File: src/hw/rtl/ordered_dither_bitpack_unit_assert.svh
// assertion macros shared by the dither bit packer modules
// both expect clk and arst_n in the enclosing module
`ifndef ORDERED_DITHER_BITPACK_UNIT_ASSERT_SVH
`define ORDERED_DITHER_BITPACK_UNIT_ASSERT_SVH

// same-cycle implication
`define ODBP_ASSERT_SAME(label, ante, cons) \
	label: assert property (@(posedge clk) disable iff (!arst_n) (ante) |-> (cons)) \
		else $error("odbp assertion failed");

// next-cycle implication
`define ODBP_ASSERT_NEXT(label, ante, cons) \
	label: assert property (@(posedge clk) disable iff (!arst_n) (ante) |=> (cons)) \
		else $error("odbp assertion failed");

`endif

File: src/hw/rtl/odbp_pkg.sv
`timescale 1ns / 1ps

package odbp_pkg;

	// grid and field sizes
	localparam int RowPoints  = 256;
	localparam int MatrixSize = 16;
	localparam int ColW       = $clog2(RowPoints);
	localparam int MatIdxW    = $clog2(MatrixSize);
	localparam int SampleW    = 8;
	localparam int RowW       = 8;
	localparam int OctetW     = 8;
	localparam int BitPosW    = $clog2(OctetW);

	typedef logic [OctetW-1:0] octet_t;

	// everything one item produces, handed to the output stage
	typedef struct packed {
		logic            hdr;
		logic            data_vld;
		logic [RowW-1:0] row_num;
		octet_t          data_byte;
		logic            row_last;
	} bundle_t;

	// 16x16 bayer threshold: bit-reversed interleave of (col ^ row) and row
	function automatic octet_t bayer_thresh(input logic [MatIdxW-1:0] mrow,
			input logic [MatIdxW-1:0] mcol);
		logic [MatIdxW-1:0] x;
		begin
			x = mrow ^ mcol;
			bayer_thresh = {x[0], mrow[0], x[1], mrow[1], x[2], mrow[2], x[3], mrow[3]};
		end
	endfunction

endpackage

File: src/hw/rtl/odbp_pix_if.sv
`timescale 1ns / 1ps

interface odbp_pix_if;
	logic                         valid;
	logic                         ready;
	logic [odbp_pkg::SampleW-1:0] gray_sample;
	logic                         inside_image;

	modport source (output valid, output gray_sample, output inside_image, input ready);
	modport sink   (input valid, input gray_sample, input inside_image, output ready);
endinterface

File: src/hw/rtl/odbp_byte_if.sv
`timescale 1ns / 1ps

interface odbp_byte_if;
	logic             valid;
	logic             ready;
	odbp_pkg::octet_t out_byte;
	logic             is_header;
	logic             row_last;

	modport source (output valid, output out_byte, output is_header, output row_last, input ready);
	modport sink   (input valid, input out_byte, input is_header, input row_last, output ready);
endinterface

File: src/hw/rtl/odbp_dither.sv
`timescale 1ns / 1ps

`include "ordered_dither_bitpack_unit_assert.svh"

module odbp_dither (
	input  logic              clk,
	input  logic              arst_n,
	odbp_pix_if.sink          pix_in,
	output odbp_pkg::bundle_t bnd,
	output logic              bnd_vld,
	input  logic              bnd_ready
);

	logic                            vld_s1;
	logic [odbp_pkg::SampleW-1:0]    sample_s1;
	logic                            inside_s1;

	logic [odbp_pkg::ColW-1:0]       col_q;
	logic [odbp_pkg::RowW-1:0]       row_q;
	odbp_pkg::octet_t                acc_q;
	logic [odbp_pkg::BitPosW-1:0]    pos_q;

	logic                            at_row_end;
	logic                            hdr;
	logic                            byte_done;
	logic                            hit;
	odbp_pkg::octet_t                thresh;
	odbp_pkg::octet_t                acc_new;
	logic                            has_res;
	logic                            adv;

	// threshold compare and bit insertion
	always_comb begin
		at_row_end = (col_q == odbp_pkg::ColW'(odbp_pkg::RowPoints - 1));
		hdr        = (col_q == '0);
		byte_done  = &pos_q;
		thresh     = odbp_pkg::bayer_thresh(row_q[odbp_pkg::MatIdxW-1:0],
				col_q[odbp_pkg::MatIdxW-1:0]);
		hit        = inside_s1 && (sample_s1 <= thresh);
		acc_new    = acc_q | (hit ? (odbp_pkg::octet_t'(8'h80) >> pos_q) : '0);
		has_res    = hdr || byte_done;
	end

	// hand results to the output stage; items without results just advance
	assign adv          = vld_s1 && (!has_res || bnd_ready);
	assign bnd_vld      = vld_s1 && has_res;
	assign pix_in.ready = !vld_s1 || adv;

	always_comb begin
		bnd.hdr       = hdr;
		bnd.data_vld  = byte_done;
		bnd.row_num   = row_q;
		bnd.data_byte = acc_new;
		bnd.row_last  = at_row_end;
	end

	// input register
	always_ff @(posedge clk or negedge arst_n) begin
		if (!arst_n) begin
			vld_s1 <= 1'b0;
		end else if (pix_in.ready) begin
			vld_s1 <= pix_in.valid;
		end
	end

	always_ff @(posedge clk) begin
		if (pix_in.ready && pix_in.valid) begin
			sample_s1 <= pix_in.gray_sample;
			inside_s1 <= pix_in.inside_image;
		end
	end

	// row, column and packing state
	always_ff @(posedge clk or negedge arst_n) begin
		if (!arst_n) begin
			col_q <= '0;
			row_q <= '0;
			acc_q <= '0;
			pos_q <= '0;
		end else if (adv) begin
			pos_q <= pos_q + 1'b1;
			acc_q <= byte_done ? '0 : acc_new;
			if (at_row_end) begin
				col_q <= '0;
				row_q <= row_q + 1'b1;
			end else begin
				col_q <= col_q + 1'b1;
			end
		end
	end

	`ODBP_ASSERT_NEXT(a_row_wrap, adv && at_row_end, (col_q == '0) && (row_q == $past(row_q) + 1'b1))
	`ODBP_ASSERT_NEXT(a_acc_clear, adv && byte_done, acc_q == '0)
	`ODBP_ASSERT_NEXT(a_s1_hold, vld_s1 && !adv, vld_s1 && $stable(sample_s1) && $stable(col_q))

endmodule

File: src/hw/rtl/odbp_out.sv
`timescale 1ns / 1ps

`include "ordered_dither_bitpack_unit_assert.svh"

module odbp_out (
	input  logic              clk,
	input  logic              arst_n,
	input  odbp_pkg::bundle_t bnd,
	input  logic              bnd_vld,
	output logic              bnd_ready,
	odbp_byte_if.source       byte_out
);

	logic                      pend_hi_q;
	logic                      pend_lo_q;
	logic                      pend_dat_q;
	logic [odbp_pkg::RowW-1:0] row_q;
	odbp_pkg::octet_t          dat_q;
	logic                      last_q;

	logic                      any;
	logic                      more;
	logic                      single;
	logic                      take;
	logic                      ld;

	// pending result bookkeeping
	always_comb begin
		any    = pend_hi_q || pend_lo_q || pend_dat_q;
		more   = (pend_hi_q && (pend_lo_q || pend_dat_q)) || (pend_lo_q && pend_dat_q);
		single = any && !more;
		take   = byte_out.valid && byte_out.ready;
	end

	assign bnd_ready = !any || (take && single);
	assign ld        = bnd_vld && bnd_ready;

	// present the oldest pending result: high header, low header, data
	always_comb begin
		byte_out.valid = any;
		if (pend_hi_q) begin
			byte_out.out_byte  = '0;
			byte_out.is_header = 1'b1;
			byte_out.row_last  = 1'b0;
		end else if (pend_lo_q) begin
			byte_out.out_byte  = odbp_pkg::octet_t'(row_q);
			byte_out.is_header = 1'b1;
			byte_out.row_last  = 1'b0;
		end else begin
			byte_out.out_byte  = dat_q;
			byte_out.is_header = 1'b0;
			byte_out.row_last  = last_q;
		end
	end

	// pending flags
	always_ff @(posedge clk or negedge arst_n) begin
		if (!arst_n) begin
			pend_hi_q  <= 1'b0;
			pend_lo_q  <= 1'b0;
			pend_dat_q <= 1'b0;
		end else if (ld) begin
			pend_hi_q  <= bnd.hdr;
			pend_lo_q  <= bnd.hdr;
			pend_dat_q <= bnd.data_vld;
		end else if (take) begin
			if (pend_hi_q) begin
				pend_hi_q <= 1'b0;
			end else if (pend_lo_q) begin
				pend_lo_q <= 1'b0;
			end else begin
				pend_dat_q <= 1'b0;
			end
		end
	end

	// result payload
	always_ff @(posedge clk) begin
		if (ld) begin
			row_q  <= bnd.row_num;
			dat_q  <= bnd.data_byte;
			last_q <= bnd.row_last;
		end
	end

	`ODBP_ASSERT_SAME(a_hdr_pair, pend_hi_q, pend_lo_q)
	`ODBP_ASSERT_NEXT(a_drain, take && single && !ld, !byte_out.valid)
	`ODBP_ASSERT_SAME(a_hdr_not_last, byte_out.valid && byte_out.is_header, !byte_out.row_last)

endmodule

File: src/hw/rtl/ordered_dither_bitpack_unit.sv
`timescale 1ns / 1ps

// Ordered dither bit packer: takes one 8-bit gray sample per clock on a grid of
// 256 points per row, thresholds it against a 16x16 bayer matrix (indexed by the
// low bits of row and column) and packs the bits MSB first into bytes, with two
// row-number header bytes ahead of each row's data. Sustained rate is one item
// per clock while the output keeps its ready high; an accepted sample is held in
// the input register, then its result in the pending registers of the output
// stage. The output port delivers at most one byte per clock. The two header
// bytes at the start of a row drain while the following points, which yield no
// byte, keep flowing; the input only waits while the output holds back its ready.
module ordered_dither_bitpack_unit (
	input  logic        clk,
	input  logic        arst_n,
	odbp_pix_if.sink    pix_in,
	odbp_byte_if.source byte_out
);

	odbp_pkg::bundle_t bnd;
	logic              bnd_vld;
	logic              bnd_ready;

	// threshold and packing stage
	odbp_dither u_dither (
		.clk       (clk),
		.arst_n    (arst_n),
		.pix_in    (pix_in),
		.bnd       (bnd),
		.bnd_vld   (bnd_vld),
		.bnd_ready (bnd_ready)
	);

	// result register and serializer
	odbp_out u_out (
		.clk       (clk),
		.arst_n    (arst_n),
		.bnd       (bnd),
		.bnd_vld   (bnd_vld),
		.bnd_ready (bnd_ready),
		.byte_out  (byte_out)
	);

endmodule
File: src/flat_wrapper.sv
// flat-port wrapper written by rule: the top's interface ports become plain ports
module ordered_dither_bitpack_unit_flat 
  (clk, arst_n, pix_in_valid, pix_in_gray_sample, pix_in_inside_image, pix_in_ready, byte_out_valid, byte_out_out_byte, byte_out_is_header, byte_out_row_last, byte_out_ready);
  odbp_pix_if pix_in_i ();
  odbp_byte_if byte_out_i ();
  input  logic clk;
  input  logic arst_n;
  input wire logic [$bits(pix_in_i.valid)-1:0] pix_in_valid;
  input wire logic [$bits(pix_in_i.gray_sample)-1:0] pix_in_gray_sample;
  input wire logic [$bits(pix_in_i.inside_image)-1:0] pix_in_inside_image;
  output wire logic [$bits(pix_in_i.ready)-1:0] pix_in_ready;
  output wire logic [$bits(byte_out_i.valid)-1:0] byte_out_valid;
  output wire logic [$bits(byte_out_i.out_byte)-1:0] byte_out_out_byte;
  output wire logic [$bits(byte_out_i.is_header)-1:0] byte_out_is_header;
  output wire logic [$bits(byte_out_i.row_last)-1:0] byte_out_row_last;
  input wire logic [$bits(byte_out_i.ready)-1:0] byte_out_ready;
  assign pix_in_i.valid = pix_in_valid;
  assign pix_in_i.gray_sample = pix_in_gray_sample;
  assign pix_in_i.inside_image = pix_in_inside_image;
  assign pix_in_ready = pix_in_i.ready;
  assign byte_out_valid = byte_out_i.valid;
  assign byte_out_out_byte = byte_out_i.out_byte;
  assign byte_out_is_header = byte_out_i.is_header;
  assign byte_out_row_last = byte_out_i.row_last;
  assign byte_out_i.ready = byte_out_ready;
  ordered_dither_bitpack_unit u_core (.clk(clk), .arst_n(arst_n), .pix_in(pix_in_i), .byte_out(byte_out_i));
endmodule
File: config.mk
export PLATFORM = sky130hd
export DESIGN_NAME = ordered_dither_bitpack_unit_flat
export DESIGN_NICKNAME = d
export VERILOG_FILES = /design/src/hw/rtl/odbp_pkg.sv /design/src/hw/rtl/odbp_pix_if.sv /design/src/hw/rtl/odbp_byte_if.sv /design/src/hw/rtl/odbp_dither.sv /design/src/hw/rtl/odbp_out.sv /design/src/hw/rtl/ordered_dither_bitpack_unit.sv /design/src/flat_wrapper.sv
export VERILOG_INCLUDE_DIRS = /design/src /design/src/hw/rtl
export SDC_FILE = /design/constraint.sdc
export NUM_CORES = 1
export LEC_CHECK = 0
export BUFFER_PORTS_ARGS = -buffer_cell sky130_fd_sc_hd__buf_2
export CELL_PAD_IN_SITES_DETAIL_PLACEMENT = 0
export CELL_PAD_IN_SITES_GLOBAL_PLACEMENT = 2
export CORE_ASPECT_RATIO = 1.1
export CORE_UTILIZATION = 33
export CTS_CLUSTER_DIAMETER = 120
export DETAILED_ROUTE_END_ITERATION = 7
export PLACE_DENSITY = 0.74
export SETUP_SLACK_MARGIN = 0.4
export SLEW_MARGIN = 20
export SYNTH_ARGS = -nofsm -noshare
export SYNTH_HDL_FRONTEND = slang
export SYNTH_SLANG_ARGS = --single-unit
File: constraint.sdc
create_clock -name clk -period 6.81 [get_ports clk]
set_input_delay 0.681 -clock clk [delete_from_list [all_inputs] [get_ports clk]]
set_output_delay 0.681 -clock clk [all_outputs]
set_load 0.05 [all_outputs]
After elaboration in Yosys (flattened, before gate mapping)
Index checks and enable logic that the tools add are counted.

Register bits after elaboration: 57. Input port bits: 13. Output and inout bits: 12. Word-level logic and storage cells: 69.

$add $sub $neg: 3. Order comparisons: 1. Equality and inequality tests: 3. Shifts and indexed selects: 1. Multiplexer cells: 18. Bitwise gates (word level): 2. Reduce and logical (&&, ||, !) cells: 28.

Operators with widths (number): 2-to-1 mux 8 bit (5); adder 8 x 1 -> 8 bit, second input constant (2); 2-to-1 mux 1 bit (13); logical AND 1 bit (10); equality test 8 bit, second input constant (1); <= comparator 8 bit (1); zero test 8 bit (1); logical OR 1 bit (8); OR 8 bit (1); right shift 8 x 3 -> 8 bit, first input constant (1); AND reduction 3 bit (2); zero test 1 bit (4); != test 2 x 1 -> 1 bit, second input constant (2); AND reduction 2 bit (2); XOR 4 bit (1); adder 3 x 1 -> 3 bit, second input constant (1); nonzero test 2 bit (1).

Longest topological paths before layout
Gate-level depths: netlist (run 1).

Depth after elaboration: 11. Gate-level depth with buffers: 9.

Hierarchy
From an unflattened synthesis (run 1), not the netlist that was laid out.

Cell total of the unflattened synthesis: 252. Area total of the unflattened synthesis: 2927.8 um^2.

By module, submodules not included: odbp_dither (times used 1, cells each 189, area each 2069.5 um^2, seq. area each 970.9 um^2); odbp_out (times used 1, cells each 63, area each 858.3 um^2, seq. area each 585.6 um^2).

Least setup slack after synthesis (run 1)
No wires, ideal clock.

Path type: input port to flip-flop. Start: in byte_out_ready. End: reg u_core.u_out.dat_q[0] (enable). Arrival time: 1.981 ns. Path slack: 4.439 ns. Stages on the path: 4. Path buffers: 0. Cells stage by stage: inv_2 -> a211oi_4 -> o21ai_0 -> nor2_1.

Cells in the longest elaborated chain, start to end: 4.

Ends and longest elaborated chain: from (decl) (line flat_wrapper.sv:16) `input wire logic [$bits(byte_out_i.ready)-1:0] byte_out_ready;`; logical AND 1 bit (line odbp_out.sv:32) `take = byte_out.valid && byte_out.ready;`; logical AND 1 bit (line odbp_out.sv:35) `assign bnd_ready = !any || (take && single);`; logical OR 1 bit (line odbp_out.sv:35); logical AND 1 bit (line odbp_out.sv:36) `assign ld = bnd_vld && bnd_ready;`; named net u_core.u_out.ld (line odbp_out.sv:25) `logic ld;`; to (signal assigned) (line odbp_out.sv:81) `dat_q <= bnd.data_byte;`; to (decl) (line odbp_out.sv:18) `odbp_pkg::octet_t dat_q;`.

The timed path passes the listed nets, and every way through them passes these cells. A chain may end at the register's enable or synchronous reset.

Worst setup path after layout (run 1)
Start: reg u_core.u_dither.col_q[0] in the netlist's numbering. End: out pix_in_ready.

Cells in the longest elaborated chain, start to end: 6.

Ends and longest elaborated chain: from (decl) (line odbp_dither.sv:18) `logic [odbp_pkg::ColW-1:0] col_q;`; from (signal assigned) (line odbp_dither.sv:87) `col_q <= col_q + 1'b1;`; zero test 8 bit (line odbp_dither.sv:35) `hdr = (col_q == '0);`; logical OR 1 bit (line odbp_dither.sv:41) `has_res = hdr || byte_done;`; zero test 1 bit (line odbp_dither.sv:45) `assign adv = vld_s1 && (!has_res || bnd_ready);`; logical OR 1 bit (line odbp_dither.sv:45); logical AND 1 bit (line odbp_dither.sv:45); logical OR 1 bit (line odbp_dither.sv:47) `assign pix_in.ready = !vld_s1 || adv;`; to (decl) (line flat_wrapper.sv:11) `output wire logic [$bits(pix_in_i.ready)-1:0] pix_in_ready;`.

Every way passes these cells.

==> metrics.json, run 1 <==
{
  "status": {
    "outcome": "complete, no violations"
  },
  "setup_path": {
    "largest_stage_delay_worst_path_ns": 0.42,
    "ff2ff_path_depth": 6,
    "worstSetupPathType": "reg -> out",
    "largest_fanout_on_the_critical_path": 4,
    "crit_end_element": "output pin",
    "start_kind": "flop",
    "timing.critical_path.cells": "inv_1 -> ha_1 -> nor4b_4 -> a21oi_2 -> nor3_1 -> nand2_1 -> buf_2",
    "critical_path_required_ns": 6.13,
    "crit_path_top_delay_cell": "sky130_fd_sc_hd__dfrtp_1",
    "timing.critical_path.arrival_ns": 2.14
  },
  "routing": {
    "antenna_violating_nets_post_route": 0,
    "vias_per_cell": 4.87,
    "wire_per_inst_um": 14.5,
    "initial_drc_count": 88,
    "remaining_drc_errors": 0,
    "vias": 1783,
    "firstDrtPassIters": 4,
    "routed_wirelength_mm": 5.32
  },
  "power_and_ir_drop": {
    "static-leakage-power_nw": 1.34,
    "seqPwrFrac": 0.402,
    "total_power_mw": 1.32,
    "power_frac_comb": 0.354,
    "intPower_mw": 0.786,
    "cellPowerDensity_nw_per_um2": 410,
    "peakVddDrop_v": 0.000107,
    "clockPowerShare": 0.244,
    "net-switching-power_mw": 0.530,
    "switching_share": 0.403
  },
  "min_path": {
    "hold_path.class": "in -> async"
  },
  "yosys": {
    "synth.yosys.seq_area_share": 0.554,
    "yosys.cell_count.top_type": "sky130_fd_sc_hd__dfrtp_1",
    "synth_top_cells_by_count": "31 x sky130_fd_sc_hd__dfrtp_1, 26 x sky130_fd_sc_hd__edfxtp_1, 17 x sky130_fd_sc_hd__ha_1",
    "async_flop_share": 0.544,
    "fraction_of_synthesized_cell_area_taken_by_the_top_area_cell_type": 0.278,
    "yosysUniqueCellTypes": 44,
    "netlist.top_cell.by_area": "sky130_fd_sc_hd__edfxtp_1",
    "post_synth_inst_count": 227,
    "synth_nets": 257,
    "synth_enable_flop_cells": 26,
    "synthesis.area_um2": 2810,
    "dominantRegCellSynth": "sky130_fd_sc_hd__dfrtp_1",
    "yosysWarningCount": 0,
    "synth_area_per_cell_um2": 12.4,
    "synth.top_cells.by_area": "sky130_fd_sc_hd__edfxtp_1 28%, sky130_fd_sc_hd__dfrtp_1 28%, sky130_fd_sc_hd__ha_1 7.6%",
    "synth.ff_latch_count": 57
  },
  "sta": {
    "timing.final.setup_violations": 0,
    "final.setup.tns_ns": 0,
    "max_clock_freq_mhz": 355,
    "max-slew-margin-rel": 0.393,
    "final.period_utilization": 0.414,
    "fin_skew_ns": 0.00824,
    "grt_setup_unrepaired": "no",
    "transition_time_at_the_pin_with_the_least_slew_margin_ns": 0.910,
    "hold_violations": 0,
    "finalMaxSlewViolations": 0,
    "post-route-min-period_ns": 2.82
  },
  "placement": {
    "place.port_buffers": 24,
    "dp.final_hpwl_mm": 3.69,
    "globalplace.congestion": 0.687
  },
  "global_route": {
    "grt_first_pass_wirelength_mm": 8.88,
    "globalRouteTotalUtil": 0.132,
    "antenna_found_initial": 0,
    "grt_overflow": 0,
    "grt_start_max_net_pins": 32,
    "via_count_of_the_first_global_routing_pass": 1766
  },
  "flow_run": {
    "max_cap_viol_count": 0
  },
  "clock_tree": {
    "post_cts_resize_count": 0,
    "clock_tree.htree_level_count": 3,
    "clk_pin_slew_ns": 0.07,
    "cts_made_buffers": 9,
    "clock-sinks": 57,
    "insertion_delay_ns": 0.34,
    "post_cts_buffers": 0,
    "hold_bufs_inserted_after_cts": 0,
    "cts_tree": "done",
    "clock_tree.buffer_depth": 2,
    "master_cell_of_the_clock_root_buffer": "sky130_fd_sc_hd__clkbuf_8"
  },
  "die": {
    "ioPinCount": 25,
    "placement_rows": 34,
    "placeableCoreArea_um2": 8080,
    "start_util": 0.348,
    "die_width_um": 90.0,
    "die_height_um": 98.8,
    "fp.dieArea_um2": 8890
  },
  "finish": {
    "layout-area-overhead-vs-synth_pct": 14.3,
    "nFillCells": 806,
    "nNetsFinal": 283,
    "share_of_cells_above_drive_strength_1": 0.229,
    "antenna_cells_inserted": 0,
    "post-route-util": 0.398,
    "area_of_the_multi_input_gates_um2": 1130,
    "register_area_um2": 1560
  }
}
per-stage QoR:
step,hold slack [ns],area (µm²),cells,setup WS (ns)
finish,0.399,3210,366,3.99
global placement,0.461,3000,349,4.08
floorplan,0.385,2810,227,4.44
global route,0.446,3210,366,3.83
detailed placement,0.457,3000,349,4.33
CTS,0.431,3210,365,3.97
power groups by stage:
stage	sequential (mW)	clock (mW)	combinational, mW
after floorplan	0.493	0	0.411
after global placement	0.535	0	0.465
after detailed placement	0.537	0	0.468
after CTS	0.530	0.329	0.470
after global routing	0.543	0.348	0.509
final	0.528	0.321	0.466
worst paths after layout:
kind                                                 startpoint                              endpoint  slack [ns]
min in group clk           u_core.u_dither.row_q[7]$_DFFE_PN0P_       u_core.u_out.row_q[7]$_DFFE_PP_        0.47
hold / removal                                           arst_n  u_core.u_dither.acc_q[6]$_DFFE_PN0P_        0.40
setup reg to reg           u_core.u_dither.pos_q[0]$_DFFE_PN0P_  u_core.u_dither.row_q[7]$_DFFE_PN0P_        4.39
hold reg to reg            u_core.u_dither.row_q[7]$_DFFE_PN0P_       u_core.u_out.row_q[7]$_DFFE_PP_        0.47
max in group asynchronous                                arst_n  u_core.u_dither.col_q[1]$_DFFE_PN0P_        5.92
setup / recovery           u_core.u_dither.col_q[0]$_DFFE_PN0P_                          pix_in_ready        3.99
sequential cells by signal (all words and copies together), names as in the netlist:
register and flops:
u_core.u_dither.row_q 8, u_core.u_out.dat_q 8, u_core.u_dither.acc_q 8, u_core.u_out.row_q 8, u_core.u_dither.col_q 8, u_core.u_out.last_q 1, u_core.u_dither.sample_s1 8, u_core.u_out.pend_dat_q 1
u_core.u_out.pend_lo_q 1, u_core.u_out.pend_hi_q 1, u_core.u_dither.pos_q 3, u_core.u_dither.vld_s1 1, u_core.u_dither.inside_s1 1
layout make-up:
class,count,area share
Clock inverter,7,0.0245
Timing Repair Buffer,26,0.0421
Inverter,15,0.0175
Multi-Input combinational cell,144,0.351
Clock buffer,9,0.0386
Sequential cell,57,0.484
Tap cell,108,0.0421
critical path: cells and delay by family (launching register included):
kind / cells / cell delay [ns]
buffers and inverters: 2 / 0.34
and+or+nand+nor: 3 / 0.74
adders and majority gates: 1 / 0.16
AOI/OAI and AO/OA: 1 / 0.15
DFF: 1 / 0.42
cells in the final DEF, fill, tap and decap left out, types with 3 or more instances in the layout:
cell | netlist | routed
sky130_fd_sc_hd__dfrtp_1 | 31 | 31
sky130_fd_sc_hd__edfxtp_1 | 26 | 26
sky130_fd_sc_hd__buf_2 | 2 | 24
sky130_fd_sc_hd__ha_1 | 17 | 17
sky130_fd_sc_hd__inv_1 | 14 | 14
sky130_fd_sc_hd__xnor2_1 | 12 | 12
sky130_fd_sc_hd__nor2_1 | 12 | 11
sky130_fd_sc_hd__nand2_1 | 10 | 10
sky130_fd_sc_hd__nand3_1 | 9 | 9
sky130_fd_sc_hd__o21ai_0 | 9 | 9
sky130_fd_sc_hd__clkbuf_8 | 0 | 9
sky130_fd_sc_hd__mux2i_1 | 8 | 8
sky130_fd_sc_hd__and3_1 | 7 | 7
sky130_fd_sc_hd__a32o_1 | 7 | 7
sky130_fd_sc_hd__nand4_1 | 6 | 6
sky130_fd_sc_hd__a31o_2 | 6 | 6
sky130_fd_sc_hd__and2_1 | 5 | 5
sky130_fd_sc_hd__nor3_1 | 4 | 4
sky130_fd_sc_hd__o31ai_1 | 3 | 3
sky130_fd_sc_hd__a21o_1 | 3 | 3
sky130_fd_sc_hd__xor2_1 | 3 | 3
sky130_fd_sc_hd__clkinvlp_4 | 0 | 3
metal layers:
layer,global-route usage,share of wire,wire (µm),vias to the layer above
li1,-,-,-,887
met1,0.169,0.49,2620,863
met2,0.203,0.46,2430,24
met3,0.0448,0.033,178,9
met4,0.0596,0.016,87,0
met5,0,0,0,-
cell families after synthesis:
logic type | count (synthesis) | synth area share
AO/OA/AOI/OAI | 43 | 0.129
buffers and inverters | 26 | 0.0463
XOR/XNOR | 15 | 0.0467
AND/OR/NAND/NOR | 61 | 0.120
multiplexers | 8 | 0.0285
adder cells (fa/ha/maj) | 17 | 0.0757
flip-flops | 57 | 0.554
Power figures use the tool's default switching activity.
==> run 2, diff against run 1 <==
- clock period: 6.81 -> 2.6 ns (I/O delays scaled with it)
==> run 2 against run 1 <==
Net effect:
- sequential power grew to 2.5 times the previous value
- non-clock buffer count is 19 higher
- sequential cell count stayed put
- core utilization is 2.6 points higher
- the run now ends with negative hold slack left
- combinational power grew to 3.2 times the previous value
==> metrics.json, run 2 (synthesis results as in run 1) <==
{
  "routing": {
    "routed_wirelength": {"value": 5.92, "unit": "mm", "change": "was 5.32 mm"},
    "initial_drc_count": {"value": 95, "change": "was 88"},
    "antenna_violating_nets_post_route": {"value": 0, "change": "unchanged"},
    "vias_per_cell": {"value": 4.91, "change": "was 4.87"},
    "vias": {"value": 1895, "change": "was 1783"},
    "firstDrtPassIters": {"value": 5, "change": "was 4"},
    "wire_per_inst": {"value": 15.3, "unit": "µm", "change": "was 14.5 µm"},
    "remaining_drc_errors": {"value": 0, "change": "unchanged"}
  },
  "die": {
    "start_util": {"value": 0.348, "change": "unchanged"},
    "ioPinCount": {"value": 25, "change": "unchanged"},
    "placement_rows": {"value": 34, "change": "unchanged"},
    "fp.dieArea": {"value": 8890, "unit": "µm²", "change": "unchanged"},
    "placeableCoreArea": {"value": 8080, "unit": "µm²", "change": "unchanged"},
    "die_width": {"value": 90.0, "unit": "µm", "change": "unchanged"},
    "die_height": {"value": 98.8, "unit": "µm", "change": "unchanged"}
  },
  "finish": {
    "nFillCells": {"value": 780, "change": "was 806"},
    "register_area": {"value": 1560, "unit": "µm²", "change": "about the same"},
    "most-common-layout-cells": {"value": "26 x sky130_fd_sc_hd__dfrtp_1, 26 x sky130_fd_sc_hd__edfxtp_1, 23 x sky130_fd_sc_hd__buf_2", "change": "was 31 x sky130_fd_sc_hd__dfrtp_1, 26 x sky130_fd_sc_hd__edfxtp_1, 24 x sky130_fd_sc_hd__buf_2"},
    "area_of_the_multi_input_gates": {"value": 1210, "unit": "µm²", "change": "was 1130 µm²"},
    "stdcell_area": {"value": 3420, "unit": "µm²", "change": "was 3210 µm²"},
    "nNetsFinal": {"value": 303, "change": "was 283"},
    "finalNonFillerCells": {"value": 386, "change": "was 366"},
    "share_of_cells_above_drive_strength_1": {"value": 0.320, "change": "was 0.229"},
    "post-route-util": {"value": 0.423, "change": "was 0.398"},
    "layout-area-overhead-vs-synth": {"value": 21.6, "unit": "%", "change": "was 14.3%"},
    "antenna_cells_inserted": {"value": 0, "change": "unchanged"}
  },
  "min_path": {
    "hold_path.class": {"value": "in -> async", "change": "unchanged"}
  },
  "clock_tree": {
    "clock_tree.htree_level_count": {"value": 3, "change": "unchanged"},
    "master_cell_of_the_clock_root_buffer": {"value": "sky130_fd_sc_hd__clkbuf_8", "change": "unchanged"},
    "cts_tree": {"value": "done", "change": "unchanged"},
    "clock_tree.buffer_depth": {"value": 2, "change": "unchanged"},
    "insertion_delay": {"value": 0.33, "unit": "ns", "change": "was 0.34 ns"},
    "clk_pin_slew": {"value": 0.07, "unit": "ns", "change": "about the same"},
    "cts_made_buffers": {"value": 9, "change": "unchanged"},
    "clock-sinks": {"value": 57, "change": "unchanged"}
  },
  "power_and_ir_drop": {
    "peakVddDrop": {"value": 0.000283, "unit": "V", "change": "was 0.000107 V"},
    "cellPowerDensity": {"value": 1030, "unit": "nW/µm²", "change": "was 410 nW/µm²"},
    "static-leakage-power": {"value": 1.45, "unit": "nW", "change": "was 1.34 nW"},
    "total_power": {"value": 3.52, "unit": "mW", "change": "was 1.32 mW"}
  },
  "sta": {
    "grt_setup_unrepaired": {"value": "yes", "change": "was no"},
    "final.period_utilization": 0.844,
    "max_clock_freq_mhz": 456,
    "timing.final.setup_violations": {"value": 0, "change": "unchanged"},
    "finalMaxSlewViolations": {"value": 0, "change": "unchanged"},
    "post-route-min-period_ns": 2.19,
    "max-slew-margin-rel": {"value": 0.502, "change": "was 0.393"},
    "post-route-worst-setup-slack": {"value": 0.407, "unit": "ns", "change": "was 3.99 ns"},
    "final.setup.tns": {"value": 0, "unit": "ns", "change": "unchanged"},
    "transition_time_at_the_pin_with_the_least_slew_margin": {"value": 0.747, "unit": "ns", "change": "was 0.910 ns"},
    "fin_skew": {"value": 0.00427, "unit": "ns", "change": "was 0.00824 ns"},
    "hold_violations": {"value": 5, "change": "was 0"},
    "holdWs": {"value": -0.0123, "unit": "ns", "change": "was 0.399 ns"}
  },
  "setup_path": {
    "timing.critical_path.cells": {"value": "xnor2_2 -> ha_1 -> nand3_4 -> o221a_4 -> o2111ai_4 -> o31ai_4 -> a31o_2", "change": "was inv_1 -> ha_1 -> nor4b_4 -> a21oi_2 -> nor3_1 -> nand2_1 -> buf_2"},
    "largest_stage_delay_worst_path": {"value": 0.44, "unit": "ns", "change": "was 0.42 ns"},
    "ff2ff_path_depth": {"value": 7, "change": "was 6"},
    "crit_path_top_delay_cell": {"value": "sky130_fd_sc_hd__dfrtp_2", "change": "was sky130_fd_sc_hd__dfrtp_1"},
    "crit_end_element": {"value": "flop", "change": "was output pin"},
    "cp_num_buf_inv": {"value": 0, "change": "was 2"},
    "r2r-start": {"value": "u_core.u_dither.row_q[2]$_DFFE_PN0P_", "change": "was u_core.u_dither.pos_q[0]$_DFFE_PN0P_"},
    "crit_cells": {"value": 7, "change": "unchanged"},
    "crit_family": {"value": "compound AO/OA/AOI/OAI gates", "change": "was simple AND/OR/NAND/NOR gates"},
    "critical_path_required": {"value": 2.69, "unit": "ns", "change": "was 6.13 ns"},
    "critical_path.reg2reg.endpoint": {"value": "u_core.u_out.dat_q[6]$_DFFE_PP_", "change": "was u_core.u_dither.row_q[7]$_DFFE_PN0P_"},
    "reg2reg_setup_slack": {"value": 0.41, "unit": "ns", "change": "was 4.39 ns"},
    "timing.critical_path.arrival": {"value": 2.28, "unit": "ns", "change": "was 2.14 ns"},
    "largest_fanout_on_the_critical_path": {"value": 7, "change": "was 4"},
    "start_kind": {"value": "flop", "change": "unchanged"},
    "worstSetupPathType": {"value": "reg -> reg", "change": "was reg -> out"}
  },
  "placement": {
    "place.port_buffers": {"value": 24, "change": "unchanged"},
    "placement.setup.worst_slack": {"value": 0.352, "unit": "ns", "change": "was 4.33 ns"},
    "place.detailed.instances": {"value": 354, "change": "was 349"},
    "dp.final_hpwl": {"value": 3.95, "unit": "mm", "change": "was 3.69 mm"},
    "globalplace.congestion": {"value": 0.849, "change": "was 0.687"},
    "dpl_cell_area": {"value": 3070, "unit": "µm²", "change": "was 3000 µm²"}
  },
  "status": {
    "violated_checks": "negative hold slack",
    "outcome": {"value": "finished, violations left", "change": "was complete, no violations"}
  },
  "global_route": {
    "grt_first_pass_wirelength": {"value": 10.0, "unit": "mm", "change": "was 8.88 mm"},
    "via_count_of_the_first_global_routing_pass": {"value": 2015, "change": "was 1766"},
    "grt_start_max_net_pins": {"value": 32, "change": "unchanged"},
    "globalRouteTotalUtil": {"value": 0.148, "change": "was 0.132"},
    "grt_overflow": {"value": 0, "change": "unchanged"},
    "antenna_found_initial": {"value": 0, "change": "unchanged"}
  },
  "flow_run": {
    "max_cap_viol_count": {"value": 0, "change": "unchanged"}
  }
}
run 2: how the worst max path moves through the flow:
| stage | from | end |
|---|---|---|
| finish | u_core.u_dither.row_q[2]$_DFFE_PN0P_ | u_core.u_out.dat_q[6]$_DFFE_PP_ |
| global route | u_core.u_dither.row_q[2]$_DFFE_PN0P_ | u_core.u_out.dat_q[6]$_DFFE_PP_ |
| CTS | u_core.u_dither.col_q[0]$_DFFE_PN0P_ | pix_in_ready |
| detailed placement | u_core.u_dither.row_q[2]$_DFFE_PN0P_ | u_core.u_out.dat_q[5]$_DFFE_PP_ |
| global placement | u_core.u_dither.row_q[2]$_DFFE_PN0P_ | u_core.u_out.dat_q[7]$_DFFE_PP_ |
| floorplan | u_core.u_dither.col_q[2]$_DFFE_PN0P_ | u_core.u_out.dat_q[6]$_DFFE_PP_ |
run 2: report_power, final:
| part | internal, mW | switching, mW |
|---|---|---|
| Combinational | 0.576 | 0.892 |
| Sequential | 1.16 | 0.172 |
| Clock | 0.362 | 0.356 |
run 2: worst reg2reg max path, delay by kind of cell, from the launching register on:
family / cells / cell delay (ns)
fa+ha+maj: 1 / 0.36
compound gates: 4 / 0.91
simple gates: 1 / 0.09
xor+xnor: 1 / 0.14
flops: 1 / 0.44
run 2: metal layers:
layer	global-route usage	part of all wire
met3	0.0355	0.034
met4	0.0682	0.019
met5	0	0
met2	0.248	0.49
met1	0.180	0.46
run 2: layout make-up:
type	instances	area share
clock inverter	6	0.00988
timing repair buffer	45	0.0820
multi-input combinational	145	0.355
tap	108	0.0395
sequential	57	0.457
clock buffer	10	0.0402
inverter	15	0.0165
run 2: what timing repair did:
item,4_1_cts,5_1_grt
gates resized for setup,9,3
pin swaps,10,7
endpoints found under the setup margin,7,18
hold buffers,0,0
gates cloned,1,0
setup buffers,11,4
